===== config.mk =====
export PLATFORM = sky130hd
export DESIGN_NAME = h264_rtp_depacketizer
export DESIGN_NICKNAME = d
export VERILOG_FILES = /design/src/rtl/rtpd_pkg.sv /design/src/rtl/rtpd_front.sv /design/src/rtl/rtpd_queue.sv /design/src/rtl/rtpd_back.sv /design/src/rtl/h264_rtp_depacketizer.sv
export VERILOG_INCLUDE_DIRS = /design/src /design/src/rtl
export SDC_FILE = /design/constraint.sdc
export NUM_CORES = 1
export LEC_CHECK = 0
export ABC_AREA = 0
export BUFFER_PORTS_ARGS = -buffer_cell sky130_fd_sc_hd__clkbuf_2
export CAP_MARGIN = 20
export CELL_PAD_IN_SITES_DETAIL_PLACEMENT = 0
export CELL_PAD_IN_SITES_GLOBAL_PLACEMENT = 1
export CORE_ASPECT_RATIO = 0.9
export CORE_MARGIN = 5
export CORE_UTILIZATION = 45
export CTS_BUF_LIST = sky130_fd_sc_hd__clkbuf_4 sky130_fd_sc_hd__clkbuf_8 sky130_fd_sc_hd__clkbuf_16
export DETAILED_ROUTE_END_ITERATION = 8
export PLACE_DENSITY_LB_ADDON = 0.1
export REMOVE_ABC_BUFFERS = 1
export SYNTH_ARGS = -nofsm -noshare
export SYNTH_HDL_FRONTEND = slang
export SYNTH_HIERARCHICAL = 1
export SYNTH_SLANG_ARGS = --single-unit

===== constraint.sdc =====
create_clock -name clk -period 29 [get_ports clk]
set_clock_uncertainty 0.15 [all_clocks]
set_input_delay 5.8 -clock clk [delete_from_list [all_inputs] [get_ports clk]]
set_output_delay 5.8 -clock clk [all_outputs]
set_load 0.02 [all_outputs]

===== src/rtl/h264_rtp_depacketizer_defines.svh =====
// Assertion helpers used by the top-level RTL.
`ifndef H264_RTP_DEPACKETIZER_DEFINES_SVH
`define H264_RTP_DEPACKETIZER_DEFINES_SVH

// Same-cycle implication, checked out of reset.
`define RTPD_ASSERT_NOW(lbl, ant, cons) \
  lbl: assert property (@(posedge clk) disable iff (!rst_n) (ant) |-> (cons)) \
    else $error("rtpd assertion failed");

// Next-cycle implication, checked out of reset.
`define RTPD_ASSERT_NEXT(lbl, ant, cons) \
  lbl: assert property (@(posedge clk) disable iff (!rst_n) (ant) |=> (cons)) \
    else $error("rtpd assertion failed");

`endif


===== src/rtl/rtpd_pkg.sv =====
`default_nettype none
package rtpd_pkg;

  localparam int MAX_PACKET_BYTES_DEF = 2048;
  localparam int QUEUE_DEPTH_DEF      = 4;

  localparam logic [4:0] KIND_STAP = 5'd24;
  localparam logic [4:0] KIND_FU   = 5'd28;
  localparam logic [7:0] TYPE_MASK = 8'h1F;

  localparam logic [11:0] START_SAT = 12'hFFF;
  localparam logic [11:0] POS_SAT   = 12'hFFF;

  // STAP-A aggregate phases
  localparam logic [1:0] AGG_SIZE_HI = 2'd0;
  localparam logic [1:0] AGG_SIZE_LO = 2'd1;
  localparam logic [1:0] AGG_BODY    = 2'd2;
  localparam logic [1:0] AGG_STOP    = 2'd3;

  // One queued command: what a single input word produces.
  typedef struct packed {
    logic        start;    // 00 00 00 01
    logic        byte_en;  // one stream byte
    logic [7:0]  val;
    logic        done;     // frame summary
    logic        empty;
    logic [31:0] ts;
    logic [6:0]  pt;
  } cmd_t;

endpackage
`default_nettype wire


===== src/rtl/rtpd_front.sv =====
`default_nettype none
module rtpd_front #(
  parameter int MAX_PACKET_BYTES = rtpd_pkg::MAX_PACKET_BYTES_DEF
) (
  input  wire logic         clk,
  input  wire logic         rst_n,
  input  wire logic         acc,
  input  wire logic [7:0]   b,
  input  wire logic         pfirst,
  input  wire logic         plast,
  input  wire logic         ffirst,
  input  wire logic         flast,
  input  wire logic [11:0]  plen,
  input  wire logic [7:0]   ptrail,
  output logic              push,
  output rtpd_pkg::cmd_t    cmd
);

  logic [15:0] exp_r, exp_nxt;
  logic        fcont_r, fcont_nxt;
  logic [11:0] pos_r, pos_nxt;
  logic [11:0] pstart_r, pstart_nxt;
  logic [23:0] hdr_r, hdr_nxt;
  logic        skip_r, skip_nxt;
  logic [4:0]  kind_r, kind_nxt;
  logic [7:0]  fui_r, fui_nxt;
  logic [1:0]  aph_r, aph_nxt;
  logic [15:0] arem_r, arem_nxt;
  logic [31:0] stamp_r, stamp_nxt;
  logic [6:0]  ptype_r, ptype_nxt;
  logic        nonempty_r, nonempty_nxt;
  logic [11:0] len_r, len_nxt;
  logic [11:0] end_r, end_nxt;
  logic [7:0]  trail_r, trail_nxt;
  logic        ff_r, ff_nxt;

  always_comb begin
    logic [11:0] p;
    logic [7:0]  h0;
    logic [7:0]  base;
    logic [7:0]  base0;
    logic [7:0]  pad;
    logic [15:0] seq;
    logic [15:0] ext;
    logic [18:0] s;
    logic [15:0] size;
    logic [11:0] clamped;
    exp_nxt = exp_r; fcont_nxt = fcont_r; pos_nxt = pos_r; pstart_nxt = pstart_r;
    hdr_nxt = hdr_r; skip_nxt = skip_r; kind_nxt = kind_r; fui_nxt = fui_r;
    aph_nxt = aph_r; arem_nxt = arem_r; stamp_nxt = stamp_r; ptype_nxt = ptype_r;
    nonempty_nxt = nonempty_r; len_nxt = len_r; end_nxt = end_r;
    trail_nxt = trail_r; ff_nxt = ff_r;
    cmd = '0;
    p = '0; h0 = '0; base = '0; base0 = '0; pad = '0; seq = '0; ext = '0;
    s = '0; size = '0;
    clamped = ({5'd0, plen} > 17'(MAX_PACKET_BYTES)) ? 12'(MAX_PACKET_BYTES) : plen;
    if (acc) begin
      if (pfirst) begin
        len_nxt = clamped; trail_nxt = ptrail; end_nxt = '0; ff_nxt = ffirst;
        pos_nxt = '0; pstart_nxt = rtpd_pkg::START_SAT; hdr_nxt = '0;
        skip_nxt = 1'b0; kind_nxt = '0; aph_nxt = rtpd_pkg::AGG_SIZE_HI; arem_nxt = '0;
        if (ffirst) begin
          exp_nxt = '0; fcont_nxt = 1'b0; stamp_nxt = '0; ptype_nxt = '0;
          nonempty_nxt = 1'b0;
        end
      end
      p = pos_nxt;
      if (p < len_nxt) begin
        // header section
        if (p < 12'd12 || p < pstart_nxt) begin
          h0 = hdr_nxt[23:16];
          base = 8'd12 + {2'b00, h0[3:0], 2'b00};
          if (ff_nxt) begin
            if (p == 12'd1) ptype_nxt = b[6:0];
            if (p >= 12'd4 && p <= 12'd7) stamp_nxt = {stamp_nxt[23:0], b};
          end
          if (p == 12'd0) begin
            hdr_nxt = {b, 16'd0};
            base0 = 8'd12 + {2'b00, b[3:0], 2'b00};
            if (len_nxt < {4'd0, base0}) skip_nxt = 1'b1;
            pstart_nxt = {4'd0, base0} + (b[4] ? 12'd4 : 12'd0);
            pad = b[5] ? trail_nxt : 8'd0;
            end_nxt = (len_nxt > {4'd0, pad}) ? len_nxt - {4'd0, pad} : 12'd0;
          end else if (p == 12'd2) begin
            hdr_nxt[15:8] = b;
          end else if (p == 12'd3) begin
            seq = {hdr_nxt[15:8], b};
            if (ff_nxt) exp_nxt = seq;
            if (!skip_nxt) begin
              if (seq < exp_nxt) skip_nxt = 1'b1;
              else begin
                if (seq > exp_nxt) fcont_nxt = 1'b0;
                exp_nxt = seq + 16'd1;
              end
            end
          end
          if (h0[4] && p >= 12'd12) begin
            if (p == {4'd0, base} + 12'd2) begin
              hdr_nxt[7:0] = b;
            end else if (p == {4'd0, base} + 12'd3) begin
              ext = {hdr_nxt[7:0], b};
              s = {11'd0, base} + 19'd4 + {1'b0, ext, 2'b00};
              pstart_nxt = (s > {7'd0, rtpd_pkg::START_SAT}) ? rtpd_pkg::START_SAT : s[11:0];
            end
          end
        end
        // payload section
        if (!skip_nxt && p >= pstart_nxt && p < end_nxt) begin
          if (p == pstart_nxt) begin
            kind_nxt = b[4:0] & rtpd_pkg::TYPE_MASK[4:0];
            if (kind_nxt == rtpd_pkg::KIND_FU) begin
              fui_nxt = b;
              aph_nxt = rtpd_pkg::AGG_SIZE_HI;
              if ({1'b0, end_nxt} <= {1'b0, p} + 13'd1) skip_nxt = 1'b1;
            end else begin
              fcont_nxt = 1'b0;
              if (kind_nxt == rtpd_pkg::KIND_STAP) aph_nxt = rtpd_pkg::AGG_SIZE_HI;
              else if (kind_nxt >= 5'd1 && kind_nxt < rtpd_pkg::KIND_STAP) begin
                cmd.start = 1'b1; cmd.byte_en = 1'b1; cmd.val = b;
              end else skip_nxt = 1'b1;
            end
          end else if (kind_nxt == rtpd_pkg::KIND_FU) begin
            if ({1'b0, p} == {1'b0, pstart_nxt} + 13'd1) begin
              if (b[7]) begin
                cmd.start = 1'b1; cmd.byte_en = 1'b1;
                cmd.val = (fui_nxt & 8'h60) | (b & rtpd_pkg::TYPE_MASK);
                fcont_nxt = 1'b1;
              end
              aph_nxt = {1'b0, fcont_nxt};
              if (b[6]) fcont_nxt = 1'b0;
            end else if (aph_nxt != 2'd0) begin
              cmd.byte_en = 1'b1; cmd.val = b;
            end
          end else if (kind_nxt == rtpd_pkg::KIND_STAP) begin
            case (aph_nxt)
              rtpd_pkg::AGG_SIZE_HI: begin
                if ({1'b0, p} + 13'd2 < {1'b0, end_nxt}) begin
                  arem_nxt = {8'd0, b}; aph_nxt = rtpd_pkg::AGG_SIZE_LO;
                end else aph_nxt = rtpd_pkg::AGG_STOP;
              end
              rtpd_pkg::AGG_SIZE_LO: begin
                size = {arem_nxt[7:0], b};
                if (size == 16'd0 ||
                    {6'd0, p} + 18'd1 + {2'd0, size} > {6'd0, end_nxt}) begin
                  aph_nxt = rtpd_pkg::AGG_STOP;
                end else begin
                  cmd.start = 1'b1; arem_nxt = size; aph_nxt = rtpd_pkg::AGG_BODY;
                end
              end
              rtpd_pkg::AGG_BODY: begin
                cmd.byte_en = 1'b1; cmd.val = b;
                arem_nxt = arem_nxt - 16'd1;
                if (arem_nxt == 16'd0) aph_nxt = rtpd_pkg::AGG_SIZE_HI;
              end
              default: ;
            endcase
          end else begin
            cmd.byte_en = 1'b1; cmd.val = b;
          end
        end
      end
      if (pos_nxt != rtpd_pkg::POS_SAT) pos_nxt = pos_nxt + 12'd1;
      if (cmd.start || cmd.byte_en) nonempty_nxt = 1'b1;
      if (plast) begin
        len_nxt = '0; end_nxt = '0;
        if (flast) begin
          cmd.done = 1'b1;
          cmd.empty = !nonempty_nxt;
          cmd.ts = nonempty_nxt ? stamp_nxt : 32'd0;
          cmd.pt = nonempty_nxt ? ptype_nxt : 7'd0;
          nonempty_nxt = 1'b0;
        end
      end
    end
    push = acc && (cmd.start || cmd.byte_en || cmd.done);
  end

  always_ff @(posedge clk) begin
    if (!rst_n) begin
      exp_r <= '0; fcont_r <= 1'b0; pos_r <= '0; pstart_r <= '0; hdr_r <= '0;
      skip_r <= 1'b0; kind_r <= '0; fui_r <= '0; aph_r <= rtpd_pkg::AGG_SIZE_HI;
      arem_r <= '0; stamp_r <= '0; ptype_r <= '0; nonempty_r <= 1'b0;
      len_r <= '0; end_r <= '0; trail_r <= '0; ff_r <= 1'b0;
    end else begin
      exp_r <= exp_nxt; fcont_r <= fcont_nxt; pos_r <= pos_nxt; pstart_r <= pstart_nxt;
      hdr_r <= hdr_nxt; skip_r <= skip_nxt; kind_r <= kind_nxt; fui_r <= fui_nxt;
      aph_r <= aph_nxt; arem_r <= arem_nxt; stamp_r <= stamp_nxt; ptype_r <= ptype_nxt;
      nonempty_r <= nonempty_nxt; len_r <= len_nxt; end_r <= end_nxt;
      trail_r <= trail_nxt; ff_r <= ff_nxt;
    end
  end

endmodule
`default_nettype wire


===== src/rtl/rtpd_queue.sv =====
`default_nettype none
module rtpd_queue #(
  parameter int DEPTH = rtpd_pkg::QUEUE_DEPTH_DEF
) (
  input  wire logic        clk,
  input  wire logic        rst_n,
  input  wire logic        push,
  input  rtpd_pkg::cmd_t   wdata,
  output logic             full,
  input  wire logic        pop,
  output logic             valid,
  output rtpd_pkg::cmd_t   head
);

  localparam int AW = (DEPTH > 1) ? $clog2(DEPTH) : 1;
  localparam int CW = $clog2(DEPTH + 1);

  rtpd_pkg::cmd_t    mem_r [DEPTH];
  logic [AW-1:0]     wp_r, wp_nxt, rp_r, rp_nxt;
  logic [CW-1:0]     cnt_r, cnt_nxt;

  assign full  = (cnt_r == CW'(DEPTH));
  assign valid = (cnt_r != '0);
  assign head  = mem_r[rp_r];

  always_comb begin
    wp_nxt  = wp_r;
    rp_nxt  = rp_r;
    cnt_nxt = cnt_r;
    if (push) wp_nxt = (wp_r == AW'(DEPTH - 1)) ? '0 : wp_r + AW'(1);
    if (pop)  rp_nxt = (rp_r == AW'(DEPTH - 1)) ? '0 : rp_r + AW'(1);
    if (push && !pop) cnt_nxt = cnt_r + CW'(1);
    else if (pop && !push) cnt_nxt = cnt_r - CW'(1);
  end

  always_ff @(posedge clk) begin
    if (push) mem_r[wp_r] <= wdata;
  end

  always_ff @(posedge clk) begin
    if (!rst_n) begin
      wp_r <= '0; rp_r <= '0; cnt_r <= '0;
    end else begin
      wp_r <= wp_nxt; rp_r <= rp_nxt; cnt_r <= cnt_nxt;
    end
  end

endmodule
`default_nettype wire


===== src/rtl/rtpd_back.sv =====
`default_nettype none
module rtpd_back (
  input  wire logic        clk,
  input  wire logic        rst_n,
  input  wire logic        q_valid,
  input  rtpd_pkg::cmd_t   q_head,
  output logic             q_pop,
  output logic             out_tvalid,
  input  wire logic        out_tready,
  output logic [47:0]      out_tdata,
  output logic             out_tlast,
  output logic [2:0]       out_tuser
);

  typedef enum logic [5:0] {
    PH_SC0  = 6'b000001,
    PH_SC1  = 6'b000010,
    PH_SC2  = 6'b000100,
    PH_SC3  = 6'b001000,
    PH_BYTE = 6'b010000,
    PH_DONE = 6'b100000
  } phase_t;

  phase_t      ph_r, ph_nxt, cur;
  logic        busy_r, busy_nxt;
  logic        vld_r, vld_nxt;
  logic [47:0] data_r, data_nxt;
  logic        last_r, last_nxt;
  logic [2:0]  user_r, user_nxt;
  logic        adv;
  logic        fin;
  phase_t      nx;

  assign out_tvalid = vld_r;
  assign out_tdata  = data_r;
  assign out_tlast  = last_r;
  assign out_tuser  = user_r;
  assign adv        = !vld_r || out_tready;

  always_comb begin
    if (busy_r)                cur = ph_r;
    else if (q_head.start)     cur = PH_SC0;
    else if (q_head.byte_en)   cur = PH_BYTE;
    else                       cur = PH_DONE;
    fin = 1'b0;
    nx  = PH_DONE;
    unique case (cur)
      PH_SC0:  nx = PH_SC1;
      PH_SC1:  nx = PH_SC2;
      PH_SC2:  nx = PH_SC3;
      PH_SC3:  begin
        if (q_head.byte_en) nx = PH_BYTE;
        else if (q_head.done) nx = PH_DONE;
        else fin = 1'b1;
      end
      PH_BYTE: begin
        if (q_head.done) nx = PH_DONE;
        else fin = 1'b1;
      end
      PH_DONE: fin = 1'b1;
      default: fin = 1'b1;
    endcase
  end

  always_comb begin
    ph_nxt = ph_r; busy_nxt = busy_r; vld_nxt = vld_r;
    data_nxt = data_r; last_nxt = last_r; user_nxt = user_r;
    q_pop = 1'b0;
    if (adv) begin
      vld_nxt = q_valid;
      if (q_valid) begin
        data_nxt = '0; last_nxt = 1'b0; user_nxt = '0;
        unique case (cur)
          PH_SC0:  user_nxt = 3'b011;
          PH_SC1, PH_SC2: user_nxt = 3'b001;
          PH_SC3:  begin user_nxt = 3'b001; data_nxt[7:0] = 8'd1; end
          PH_BYTE: begin user_nxt = 3'b001; data_nxt[7:0] = q_head.val; end
          PH_DONE: begin
            last_nxt = 1'b1;
            user_nxt = {q_head.empty, 2'b00};
            data_nxt[39:8]  = q_head.ts;
            data_nxt[46:40] = q_head.pt;
          end
          default: ;
        endcase
        if (fin) begin
          q_pop = 1'b1; busy_nxt = 1'b0;
        end else begin
          busy_nxt = 1'b1; ph_nxt = nx;
        end
      end
    end
  end

  always_ff @(posedge clk) begin
    data_r <= data_nxt;
    if (!rst_n) begin
      ph_r <= PH_SC0; busy_r <= 1'b0; vld_r <= 1'b0; last_r <= 1'b0; user_r <= '0;
    end else begin
      ph_r <= ph_nxt; busy_r <= busy_nxt; vld_r <= vld_nxt;
      last_r <= last_nxt; user_r <= user_nxt;
    end
  end

endmodule
`default_nettype wire


===== src/rtl/h264_rtp_depacketizer.sv =====
// Path: a word's first result is written into the command queue when the word is accepted,
//   then into the output register before it shows as out_tvalid.
// Throughput: one input word per cycle while the queue is not full; a start code expands into
//   four output words, so a word that opens a NAL unit yields four to six; the queue absorbs it.
// Reset: synchronous active-low rst_n clears all parse state, queue pointers and out valid.
`default_nettype none
`include "h264_rtp_depacketizer_defines.svh"
module h264_rtp_depacketizer #(
  parameter int MAX_PACKET_BYTES = rtpd_pkg::MAX_PACKET_BYTES_DEF,
  parameter int QUEUE_DEPTH      = rtpd_pkg::QUEUE_DEPTH_DEF
) (
  input  wire logic        clk,
  input  wire logic        rst_n,
  input  wire logic        in_tvalid,
  output logic             in_tready,
  input  wire logic [31:0] in_tdata,  // data_byte[7:0], packet_length[19:8], trailing_byte[27:20]
  input  wire logic        in_tlast,  // packet_last
  input  wire logic [2:0]  in_tuser,  // packet_first[0], frame_first[1], frame_last[2]
  output logic             out_tvalid,
  input  wire logic        out_tready,
  output logic [47:0]      out_tdata, // out_byte[7:0], frame_timestamp[39:8], frame_payload_type[46:40]
  output logic             out_tlast, // frame_done
  output logic [2:0]       out_tuser  // byte_valid[0], start_code_first[1], frame_empty[2]
);

  logic           q_full, q_valid, q_pop, push, acc;
  rtpd_pkg::cmd_t cmd, head;

  // front parses one packet byte per accepted word
  assign in_tready = !q_full;
  assign acc       = in_tvalid && in_tready;

  rtpd_front #(.MAX_PACKET_BYTES(MAX_PACKET_BYTES)) u_front (
    .clk, .rst_n, .acc,
    .b(in_tdata[7:0]), .pfirst(in_tuser[0]), .plast(in_tlast),
    .ffirst(in_tuser[1]), .flast(in_tuser[2]),
    .plen(in_tdata[19:8]), .ptrail(in_tdata[27:20]),
    .push, .cmd
  );

  // command queue decouples parsing from start-code expansion
  rtpd_queue #(.DEPTH(QUEUE_DEPTH)) u_queue (
    .clk, .rst_n, .push, .wdata(cmd), .full(q_full),
    .pop(q_pop), .valid(q_valid), .head
  );

  // back end expands each command into output words
  rtpd_back u_back (
    .clk, .rst_n, .q_valid, .q_head(head), .q_pop,
    .out_tvalid, .out_tready, .out_tdata, .out_tlast, .out_tuser
  );

  `RTPD_ASSERT_NOW(a_push_room, push, !q_full)
  `RTPD_ASSERT_NOW(a_pop_has, q_pop, q_valid)
  `RTPD_ASSERT_NOW(a_sc_is_byte, out_tvalid && out_tuser[1], out_tuser[0] && !out_tlast)
  `RTPD_ASSERT_NEXT(a_push_fills, push && !q_pop, q_valid)

endmodule
`default_nettype wire

==> results of run 1 <==
[worst reg2reg max path: cells and delay by family, from the launching register on]
kind	cells	cell delay, ns
flip-flops	1	0.41
AND/OR/NAND/NOR	10	2.62
XOR/XNOR	2	0.47
buffers and inverters	2	0.29
AO/OA/AOI/OAI	12	3.56
adder cells (fa/ha/maj)	5	1.55
[worst min-delay path by stage]
stage                              from             endpoint  slack [ns]  depth (start not counted)
finish               u_front/trail_r[6]   u_front/trail_r[6]        0.30                          2
global route         u_front/trail_r[6]   u_front/trail_r[6]        0.33                          2
CTS                  u_front/trail_r[7]   u_front/trail_r[7]        0.30                          2
detailed placement   u_front/trail_r[7]   u_front/trail_r[7]        0.29                          2
global placement    u_front/pstart_r[7]  u_front/pstart_r[7]        0.29                          2
floorplan           u_front/pstart_r[7]  u_front/pstart_r[7]        0.27                          2
[metal layers]
| metal | GRT usage, % | up-vias | wire length, um |
|---|---|---|---|
| met3 | 3.811 | 87 | 3959 |
| met4 | 4.830 | 0 | 1266 |
| met5 | 0 | - | 0 |
| met1 | 33.08 | 9571 | 33260 |
| li1 | - | 9317 | - |
| met2 | 38.51 | 583 | 33310 |
[metrics by stage]
step | setup slack, ns | hold WS [ns] | area (sq um) | cells
floorplan | 15.31 | 0.2734 | 24450 | 2353
global placement | 14.31 | 0.2872 | 26210 | 3235
detailed placement | 14.20 | 0.2944 | 26210 | 3235
CTS | 14.84 | 0.3033 | 27870 | 3324
global route | 14.13 | 0.3277 | 27920 | 3327
finish | 14.69 | 0.3024 | 27920 | 3327
[logic make-up (layout without fill, tap and decap cells)]
| family | after synthesis | count (layout) |
|---|---|---|
| compound gates | 653 | 653 |
| xor+xnor | 88 | 88 |
| fa+ha+maj | 155 | 155 |
| buf+inv | 222 | 301 |
| flops | 433 | 433 |
| mux | 108 | 108 |
| other cells | 1 | 1 |
| simple gates | 832 | 832 |
[power by group through the flow]
| stage | Combinational [mW] | Sequential, mW | Clock, mW |
|---|---|---|---|
| floorplan | 0.350 | 0.814 | 0 |
| detailed placement | 0.582 | 0.770 | 0 |
| CTS | 0.586 | 0.757 | 0.649 |
| finish | 0.583 | 0.757 | 0.631 |
| global route | 0.642 | 0.763 | 0.676 |
| global placement | 0.575 | 0.768 | 0 |
[cell type report]
class / instances / area (sq um)
Timing Repair Buffer: 129 / 778.2
Clock buffer: 67 / 1386
Multi-Input combinational cell: 1837 / 13030
Inverter: 83 / 316.6
Tap cell: 756 / 945.9
Fill cell: 5077 / 27590
Clock inverter: 22 / 272.8
Sequential cell: 433 / 11190
[sequential cells by signal (all words and copies together), names as in the netlist, 7 cells and up, named ones only]
signal / count
u_front/end_r: 12
u_front/pos_r: 12
u_front/trail_r: 8
u_front/hdr_r: 21
u_front/arem_r: 16
u_queue/mem_r: 204
u_front/stamp_r: 32
u_front/exp_r: 16
u_back/out_tdata: 47
u_front/len_r: 12
u_front/pstart_r: 12
u_front/ptype_r: 7
[cells in the mapped netlist, types with 7 or more instances]
cell type  instances
mux2_2            11
and3_1            14
o21ai_1            8
clkbuf_1         100
o21a_1            40
a211oi_1          16
ha_1             151
or2_2             13
nor4_1            18
a21oi_1          167
nand2_1          197
xor2_1            35
or3_1              7
a22oi_1          109
a21boi_0          11
nor3_1            32
o221a_2            9
buf_2             18
a21o_1            31
and2_1            33
inv_1             82
o31ai_1            9
o211ai_1           7
dfxtp_1          182
edfxtp_1         251
nand4_1           28
o21ai_0          125
mux2i_1           46
a31oi_1           21
nand3_1           50
a21oi_2           12
buf_1              9
nand2b_1          19
xnor2_1           51
nor2b_1           97
nor2_1           265
mux4_2            50
nor3b_1            7
==> flow_metrics.env, run 1 <==
export IMPL_wl_per_cell_um=21.58
export IMPL_drv_cap=0
export IMPL_die_x_um=259.0
export IMPL_post_cts_resized=0
export IMPL_track_usage_pct=23.40
export IMPL_grt_max_degree=132
export IMPL_setup_viol=0
export IMPL_io_buffers=88
export IMPL_ant_nets=0
export IMPL_path_max_fanout=44
export IMPL_muxShareOfSynthArea_pct=6.915
export IMPL_drive_gt1_share_pct=13.81
export IMPL_synth_top_family_by_area="compound AO/OA/AOI/OAI gates"
export IMPL_clockBufferDepth=3
export IMPL_synthCells=2492
export IMPL_crit_slowest_cell="nor3_1"
export IMPL_hpwl_mm=48.09
export IMPL_overflow=0
export IMPL_endpoint_kind="flip-flop"
export IMPL_rsz0062_at_grt="no"
export IMPL_worstSetupPathType="input port to flip-flop"
export IMPL_wirelength_mm=71.79
export IMPL_netSwitchingFraction_pct=33.49
export IMPL_cts_sinks=433
export IMPL_pin_count=94
export IMPL_arrival_ns=14.69
export IMPL_die_height_um=234.1
export IMPL_num_vias=19560
export IMPL_holdCritPathClass="flip-flop to flip-flop"
export IMPL_crit_cells=29
export IMPL_critPathLaunchType="input port"
export IMPL_tightest_slew_ns=1.123
export IMPL_yosysTopAreaCell="edfxtp_1"
export IMPL_ff2ff_setup_slack_ns=19.86
export IMPL_cts_buffers=49
export IMPL_insertion_delay_ns=0.61
export IMPL_cts_setup_buffers=0
export IMPL_synth_cell_types=109
export IMPL_drc_errors=0
export IMPL_max_stage_delay_ns=0.88
export IMPL_worstRegToRegCells=31
export IMPL_clkPwrFrac_pct=32.0
export IMPL_mostFrequentLayoutCells="nor2_1, edfxtp_1, nand2_1, dfxtp_1, a21oi_1"
export IMPL_cts_hold_buf=0
export IMPL_drt_vias_per_instance=5.879
export IMPL_maxSlewHeadroom_pct=25.15
export IMPL_critPathTopFamily="simple AND/OR/NAND/NOR gates"
export IMPL_synthAdderAreaFrac_pct=7.841
export IMPL_p_total_mw=1.970
export IMPL_syn_to_final_growth_pct=11.15
export IMPL_ys_flop_type="edfxtp_1"
export IMPL_synth_xor_area_share_pct=3.153
export IMPL_finalHoldViolations=0
export IMPL_core_area_sq_um=55510
export IMPL_p_per_area_nw_per_um2=70.56
export IMPL_die_area_sq_um=60640
export IMPL_seq_area_frac_synth_pct=44.52
export IMPL_yosys_warnings=6
export IMPL_cts_tree="built"
export IMPL_seqPwrFrac_pct=38.4
export IMPL_grt_pass1_wl_mm=112.4
export IMPL_p_switching_mw=0.6598
export IMPL_finish_utilization_pct=50.30
export IMPL_required_ns=29.37
export IMPL_p_int_mw=1.310
export IMPL_maxSlewViolCount=0
export IMPL_cts_root_buf="clkbuf_16"
export IMPL_floorplan_initialDensity_pct=45.25
export IMPL_rows=82
export IMPL_h_tree_depth=2
export IMPL_synth_seq_cells=433
export IMPL_power_leakage_nw=10.42
export IMPL_synthArstFlopShare_pct=0
export IMPL_fin_nets=2728
export IMPL_endpoint="u_queue/cnt_r[2]"
export IMPL_path_clk_slew_ns=0.06
export IMPL_crit_start="in_tuser[0]"
export IMPL_post_route_period_util_pct=49.36
export IMPL_tns_ns=0
export IMPL_combPwrFrac_pct=29.6
export IMPL_synth_top_cell_area_share_pct=30.01
export IMPL_finalCriticalPeriod_ns=14.31
export IMPL_r2r_end="u_queue/cnt_r[2]"
export IMPL_drt_pass1_iter_count=5
export IMPL_synth_edff_count=251
export IMPL_r2r_start="u_front/hdr_r[16]"
export IMPL_num_antenna_cells=0
export IMPL_ys_top_cells_by_area="edfxtp_1, dfxtp_1, ha_1"
export IMPL_final_common_cell="nor2_1"
export IMPL_synth_compound_area_share_pct=17.39
export IMPL_grt_pass1_vias=19020
export IMPL_netlist_area_sq_um=25120
export IMPL_avgSynthCellArea_sq_um=10.08
export IMPL_clock_fmax_mhz=69.86
export IMPL_cp_num_buf_inv=6
export IMPL_antenna_found_initial=0
export IMPL_synth_simple_area_share_pct=16.30
export IMPL_outcome="complete, no violations"
export IMPL_vdd_drop_max_uv=45.67
export IMPL_gp_congestion=0.9324
export IMPL_drtIter0Drc=1607
Power figures use the tool's default switching activity.
==> run 2: changes to the inputs <==
- clock period: 29 -> 14.6 ns (I/O delays scaled with it)
==> flow_metrics.env, run 2 (synthesized netlist as in run 1, its figures left out) <==
export IMPL_cts_sinks=433
export IMPL_cts_tree="built"
export IMPL_ant_nets=0
export IMPL_stdcell_area_sq_um=27950
export IMPL_r2r_start="u_front/pos_r[0]"
export IMPL_clkPwrFrac_pct=31.8
export IMPL_maxSlewViolCount=0
export IMPL_max_stage_delay_ns=0.84
export IMPL_arrival_ns=11.94
export IMPL_drc_errors=0
export IMPL_cts_root_buf="clkbuf_16"
export IMPL_p_switching_mw=1.319
export IMPL_num_vias=19650
export IMPL_grt_max_degree=78
export IMPL_insertion_delay_ns=0.60
export IMPL_critPathLaunchType="input port"
export IMPL_core_area_sq_um=55510
export IMPL_finalCriticalPeriod_ns=11.82
export IMPL_pre_cts_slack_ns=2.324
export IMPL_overflow=0
export IMPL_path_max_fanout=54
export IMPL_regMostFlops="u_queue/mem_r"
export IMPL_p_int_mw=2.587
export IMPL_largest_reg_flops=204
export IMPL_h_tree_depth=2
export IMPL_p_total_mw=3.906
export IMPL_place_area_sq_um=26280
export IMPL_post_cts_resized=0
export IMPL_crit_slowest_cell="and2_2"
export IMPL_antenna_found_initial=0
export IMPL_power_leakage_nw=10.43
export IMPL_wirelength_mm=73.31
export IMPL_track_usage_pct=23.56
export IMPL_post_route_period_util_pct=80.94
export IMPL_drv_cap=0
export IMPL_clockBufferDepth=3
export IMPL_combPwrFrac_pct=29.8
export IMPL_floorplan_initialDensity_pct=45.25
export IMPL_cts_setup_buffers=0
export IMPL_gp_congestion=0.9226
export IMPL_drt_pass1_iter_count=5
export IMPL_syn_to_final_growth_pct=11.30
export IMPL_maxSlewHeadroom_pct=24.60
export IMPL_drive_gt1_share_pct=14.18
export IMPL_fin_nets=2736
export IMPL_seqPwrFrac_pct=38.4
export IMPL_worstRegToRegCells=27
export IMPL_grt_pass1_vias=18850
export IMPL_setup_slack_ns=2.783
export IMPL_worstHoldStart="u_front/trail_r[7]"
export IMPL_p_per_area_nw_per_um2=139.7
export IMPL_final_common_cell="nor2_1"
export IMPL_worstSetupPathType="input port to flip-flop"
export IMPL_cp_num_buf_inv=7
export IMPL_finalHoldViolations=0
export IMPL_tightest_slew_ns=1.128
export IMPL_holdCritPathClass="flip-flop to flip-flop"
export IMPL_vdd_drop_max_uv=90.26
export IMPL_die_height_um=234.1
export IMPL_endpoint_kind="flip-flop"
export IMPL_pin_count=94
export IMPL_mostFrequentLayoutCells="nor2_1, edfxtp_1, nand2_1, dfxtp_1, a21oi_1"
export IMPL_die_area_sq_um=60640
export IMPL_holdPathStages=2
export IMPL_io_buffers=88
export IMPL_tns_ns=0
export IMPL_netSwitchingFraction_pct=33.77
export IMPL_num_antenna_cells=0
export IMPL_outcome="complete, no violations"
export IMPL_cts_hold_buf=0
export IMPL_drtIter0Drc=1599
export IMPL_setup_viol=0
export IMPL_cts_buffers=49
export IMPL_hpwl_mm=50.17
export IMPL_fillCellCount=5115
export IMPL_stdcell_count=3337
export IMPL_drt_vias_per_instance=5.889
export IMPL_required_ns=14.73
export IMPL_clock_fmax_mhz=84.62
export IMPL_dp_cells=3244
export IMPL_ff2ff_setup_slack_ns=5.68
export IMPL_r2r_end="u_queue/mem_r[1][1]"
export IMPL_critPathTopFamily="compound AO/OA/AOI/OAI gates"
export IMPL_grt_pass1_wl_mm=112.5
export IMPL_fin_hold_ws_ns=0.3033
export IMPL_wl_per_cell_um=21.97
export IMPL_hold_path_end="u_front/trail_r[7]"
export IMPL_finish_utilization_pct=50.36
export IMPL_rsz0062_at_grt="no"
export IMPL_die_x_um=259.0
export IMPL_rows=82
export IMPL_path_clk_slew_ns=0.06
==> run 2: cell count changes in the layout (fill, tap and decap cells not counted), sizes merged <==
cell      before  now
bufinv         4    3
clkbuf       155  152
clkinv        15   17
buf           41   50
clkinvlp       2    6
inv           84   83
==> run 2: worst max-delay path by stage <==
stage / start / to / slack, ns / depth (start not counted)
2_1_floorplan: in_tuser[0] / u_queue/mem_r[0][0] / 3.79 / 26
3_3_place_gp: in_tuser[0] / u_queue/mem_r[0][2] / 2.36 / 29
3_5_place_dp: in_tuser[0] / u_queue/mem_r[0][2] / 2.32 / 29
4_1_cts: in_tuser[0] / u_queue/mem_r[0][6] / 2.94 / 29
5_1_grt: in_tuser[0] / u_queue/mem_r[0][5] / 2.31 / 29
6_report: in_tuser[0] / u_queue/mem_r[1][1] / 2.78 / 29
==> run 2: final cells by class <==
| type | instances | area [sq um] | share of cell area (%) |
|---|---|---|---|
| multi-input combinational | 1837 | 13030 | 46.62 |
| tap | 756 | 945.9 | 3.384 |
| clock inverter | 26 | 275.3 | 0.9847 |
| clock buffer | 65 | 1378 | 4.928 |
| sequential | 433 | 11190 | 40.01 |
| inverter | 83 | 316.6 | 1.132 |
| timing repair buffer | 137 | 822.0 | 2.941 |
==> run 2: worst reg2reg max path: stages (launching register included) <==
cell and delay, ns:
dfxtp_1 0.38, nor2b_1 0.25, inv_1 0.39, ha_1 0.33, or3b_2 0.49, o31a_1 0.55, a21oi_1 0.55, inv_1 0.26
o21ai_0 0.50, inv_1 0.19, ha_1 0.36, nor2b_1 0.14, o21a_1 0.16, o21a_1 0.16, o21ai_0 0.16, a21oi_1 0.10
o31a_1 0.28, o21a_1 0.16, o21ai_0 0.15, a21oi_1 0.12, a211oi_1 0.26, buf_4 0.22, a31oi_1 0.16, o31ai_4 0.13
o31ai_1 0.19, a21oi_1 0.57, and2_2 0.85, buf_4 0.40
==> run 2: power groups by stage <==
stage,logic [mW],registers [mW],clock network (mW)
2_1_floorplan,0.696,1.62,0
3_3_place_gp,1.15,1.52,0
3_5_place_dp,1.16,1.53,0
4_1_cts,1.17,1.50,1.27
5_1_grt,1.28,1.51,1.32
6_report,1.16,1.50,1.24
==> run 2: per-layer routing <==
metal  wire length (um)  up-vias  track usage [%]  share of wire (%)
met5                  0        -                0                  0
met1              33540     9735            33.13                 46
met2              34040      504            38.56                 46
li1                   -     9309                -                  -
met4               1743        0            6.041                2.4
met3               3982      103            3.564                5.4
